### config.mk
export PLATFORM = sky130hd
export DESIGN_NAME = ifc_ram
export DESIGN_NICKNAME = d
export VERILOG_FILES = /design/src/design/ifc_ram.sv
export SDC_FILE = /design/constraint.sdc
export NUM_CORES = 1
export LEC_CHECK = 0
export BUFFER_PORTS_ARGS = -buffer_cell sky130_fd_sc_hd__buf_2
export CAP_MARGIN = 40
export CORE_MARGIN = 2
export CORE_UTILIZATION = 35
export DETAILED_ROUTE_END_ITERATION = 16
export PLACE_DENSITY = 0.48
export RECOVER_POWER = 25
export SKIP_CTS_REPAIR_TIMING = 1
export SLEW_MARGIN = 10
export SYNTH_ARGS = -nofsm -noshare
export SYNTH_HDL_FRONTEND = slang
export SYNTH_SLANG_ARGS = --single-unit
### constraint.sdc
create_clock -name clk -period 2.55 [get_ports clk]
set_input_delay 0.255 -clock clk [delete_from_list [all_inputs] [get_ports clk]]
set_output_delay 0.255 -clock clk [all_outputs]
set_load 0.03 [all_outputs]
### src/design/ifc_ram.sv
// generic single-write, single-read ram with registered read data
module ifc_ram #(
  parameter int WIDTH = 8,
  parameter int DEPTH = 16
) (
  input  logic                                   clk,
  input  logic                                   we,
  input  logic [((DEPTH > 1) ? $clog2(DEPTH) : 1)-1:0] waddr,
  input  logic [WIDTH-1:0]                       wdata,
  input  logic                                   re,
  input  logic [((DEPTH > 1) ? $clog2(DEPTH) : 1)-1:0] raddr,
  output logic [WIDTH-1:0]                       rdata
);

  logic [WIDTH-1:0] mem [DEPTH];

  always_ff @(posedge clk) begin
    if (we) begin
      mem[waddr] <= wdata;
    end
    if (re) begin
      rdata <= mem[raddr];
    end
  end

endmodule

==> impl.org <==
** Power
- The share of total power dissipated in combinational logic is 0.050.
- In this run the static leakage power is 2.08 nW.
- The completed layout was analyzed and its total power is 5.03 mW.
- Power spread over the standard cell area amounts to 810 nW/um^2.
- IR Drop Worst-Case VDD :: 0.426 mV
- The share of total power dissipated in the clock network is 0.447.
- Of the total power, the share spent switching nets is 0.200.
- Power share of the sequential group :: 0.503
- Net switching power figure :: 1.01 mW
- Internal power contribution :: 4.03 mW

** Timing
- Max Transition Viols Final :: 0
- Final critical delay including setup and external delays :: 1.52 ns
- Of the available clock period, the critical path in the final layout requires 0.595.
- Unrepaired setup endpoints after global routing :: no
- For the pin with the worst max-slew slack, the measured transition is 0.766 ns.
- Slew margin rel. :: 0.488
- Final setup violating endpoints :: 0
- Hold_ws :: 0.226 ns
- FMAX :: 659 MHz
- The final number of hold-violating endpoints came to 0.
- For the final routed database, the setup TNS stands at 0 ns.
- Worst Clk Skew :: 0.00622 ns

** Placed design
- Routability congestion estimate from global placement :: 0.700
- Input and output buffers added on the ports amount to 26.
- Detailed Place HPWL :: 6.65 mm
- Placed Cells incl. Taps :: 449
- Post-detailed-placement cell area :: 5680 sq um

** Worst setup path
- The signal on the critical path passes through mux4_1, a22oi_1, nand2_1.
- Capture instance of the worst register-to-register path :: rdata[3]
- Setup slack on the worst reg-to-reg path comes out at 1.03 ns.
- The worst register-to-register path has a depth of 3.
- The most critical setup path has its startpoint at mem[10][3].
- Among all stages on the critical path, the largest delay is contributed by mux4_1.
- Bufs and invs on worst path :: 0
- Counting buffers and inverters, the worst setup path is 3 cells deep.
- STA classifies the critical path endpoint as a flip-flop.
- Biggest fanout along the worst timing path :: 1
- Worst Setup EP :: rdata[3]
- The worst register-to-register path begins at mem[10][3].
- Cell family contributing the most delay on the critical path :: multiplexers
- The critical path is of the flip-flop to flip-flop type.
- Type of origin of the critical path :: flip-flop
- At the worst endpoint, the required time is 2.68 ns.
- Crit path DAT :: 1.65 ns
- For this run, the slowest stage of the critical path takes 0.51 ns.

** Layout
- Across the whole layout, storage elements account for 4080 sq um.
- Most common cell after layout, fill and taps aside :: edfxtp_1
- Final layout net count :: 303
- Counting the fill cells in the layout gives 1242.
- In the final layout, the share of cells above drive strength 1 is 0.286.
- The finished layout holds 481 standard cells, fillers aside.
- Summing all multi-input logic gate instances after layout gives 1060 sq um.
- Top library cells by usage in the layout, fill and taps aside :: edfxtp_1 (136), buf_2 (21), mux4_2 (18), buf_4 (18), clkbuf_16 (17)
- Final std cell area, no fill :: 6210 sq um
- Antenna diodes :: 0
- Area overhead of the layout relative to synthesis :: 18.9%

** Min path
- Class of the tightest hold or removal check :: primary input to flip-flop

** Floorplan
- The initial utilization of the core area, before any placement, comes to 0.358.
- Die footprint :: 15900 sq um
- The core region is 14600 sq um.
- 27 I/O pins were placed.
- The floorplan has 44 rows.
- The die is 126 microns tall.
- Overall die width :: 126 microns

** Routing
- Once detail routing completed, the nets flagged for antenna violations numbered 0.
- The routed design has 10.7 mm of wire.
- After detailed routing, the average wire length per cell comes to 22.2 microns.
- In the routed layout, each cell is associated on average with a via count of 5.05.
- For this block, the initial DRC count from the detailed router was 206.
- Via count :: 2430
- Remaining routing DRC violations :: 0
- Length of the first detailed-routing pass in iterations :: 4

** Global routing
- Across every metal layer, demand over resource in global routing totals 0.147.
- Vias in the first global route :: 2546
- Wire length of the first global-routing pass :: 16.3 mm
- Total grt overflow :: 0
- The initial antenna violation count is 0.
- Entering global routing, the biggest net connects 26 pins.

** Yosys
- Synthesis inferred 136 register bits.
- Synthesized Nets :: 248
- Yosys printed 0 warnings.
- Synthesized area per cell :: 22.8 sq um
- Of the synthesized area, sequential elements account for 0.781.
- Number of distinct library cell variants in the gate-level netlist after synthesis :: 18
- Synthesized area :: 5230 sq um
- Number of cells produced by synthesis :: 229

** Flow run
- Count of max-cap constraint violations :: 0

** Clock tree
- CTS placed an instance of clkbuf_16 at the clock tree root.
- Total number of H-tree levels :: 4
- Largest buffer count on any clock path :: 2
- Clock Latency Late Sink :: 0.41 ns
- Clock-pin slew was measured on the worst setup and hold paths at 0.06 ns.
- Buffers inserted during clock tree synthesis total 17.
- CTS saw 136 sinks.
- CTS tree :: done

** Status
- The flow ran to the end, and the final reports show no timing, DRC or antenna violations.
-- layout make-up --
cell class	count	area share
flip-flops and latches	136	0.657
multi-input cells	83	0.170
clock buffers	19	0.0697
repair buffers	46	0.0481
well taps	184	0.0370
clock inverters	13	0.0179
-- per-stage QoR --
stage                     setup slack, ns  utilization
after floorplan                     0.802            -
after global placement              0.667        0.389
after detailed placement            0.668        0.389
after CTS                            1.00        0.426
after global routing                0.972        0.426
final                                1.03        0.426
-- cell families (layout without fill, tap and decap cells) --
group,count (synthesis),after routing,share of synthesized area
multiplexers,32,32,0.148
AND/OR/NAND/NOR,35,35,0.0314
AO/OA/AOI/OAI,16,16,0.0230
flip-flops,136,136,0.781
buffers and inverters,10,78,0.0165
-- power by group through the flow --
| stage | Clock (mW) | Sequential, mW | Combinational (mW) |
|---|---|---|---|
| detailed placement | 0 | 2.58 | 0.261 |
| global placement | 0 | 2.58 | 0.258 |
| floorplan | 0 | 2.60 | 0.127 |
| finish | 2.25 | 2.53 | 0.251 |
| global route | 2.40 | 2.54 | 0.276 |
| CTS | 2.30 | 2.53 | 0.261 |
-- worst min path at each step --
stage / endpoint / slack [ns] / from / depth (start not counted)
after floorplan: mem[0][0] / 0.35 / wdata[0] / 0
after CTS: rdata[0] / 0.21 / re / 1
after detailed placement: rdata[1] / 0.65 / re / 1
after global routing: rdata[0] / 0.22 / re / 1
after global placement: rdata[3] / 0.64 / re / 1
final: rdata[0] / 0.23 / re / 1
-- flip-flops by register name, summed over array words and instances, names as in the netlist --
name and count:
mem 128, rdata 8
-- synth_stat cells, drive strengths merged --
cell,count,area share
and2,1,0.0012
and2b,1,0.0014
nor2,13,0.0093
nor3,4,0.0038
clkdlybuf4s25,3,0.0057
nor2b,1,0.0012
nand3b,2,0.0029
nand2,9,0.0065
nand3,1,0.00096
or3b,1,0.0017
mux4,32,0.15
buf,7,0.011
nand2b,2,0.0024
a22oi,16,0.023
edfxtp,136,0.78
-- layer usage --
metal | track usage | vias to the layer above | wire length, microns
li1 | - | 1091 | -
met1 | 0.207 | 1266 | 4910
met2 | 0.217 | 62 | 5040
met3 | 0.0459 | 11 | 584
met4 | 0.0543 | 0 | 133
met5 | 0 | - | 0
No activity file was read; power rests on OpenSTA's default activity.
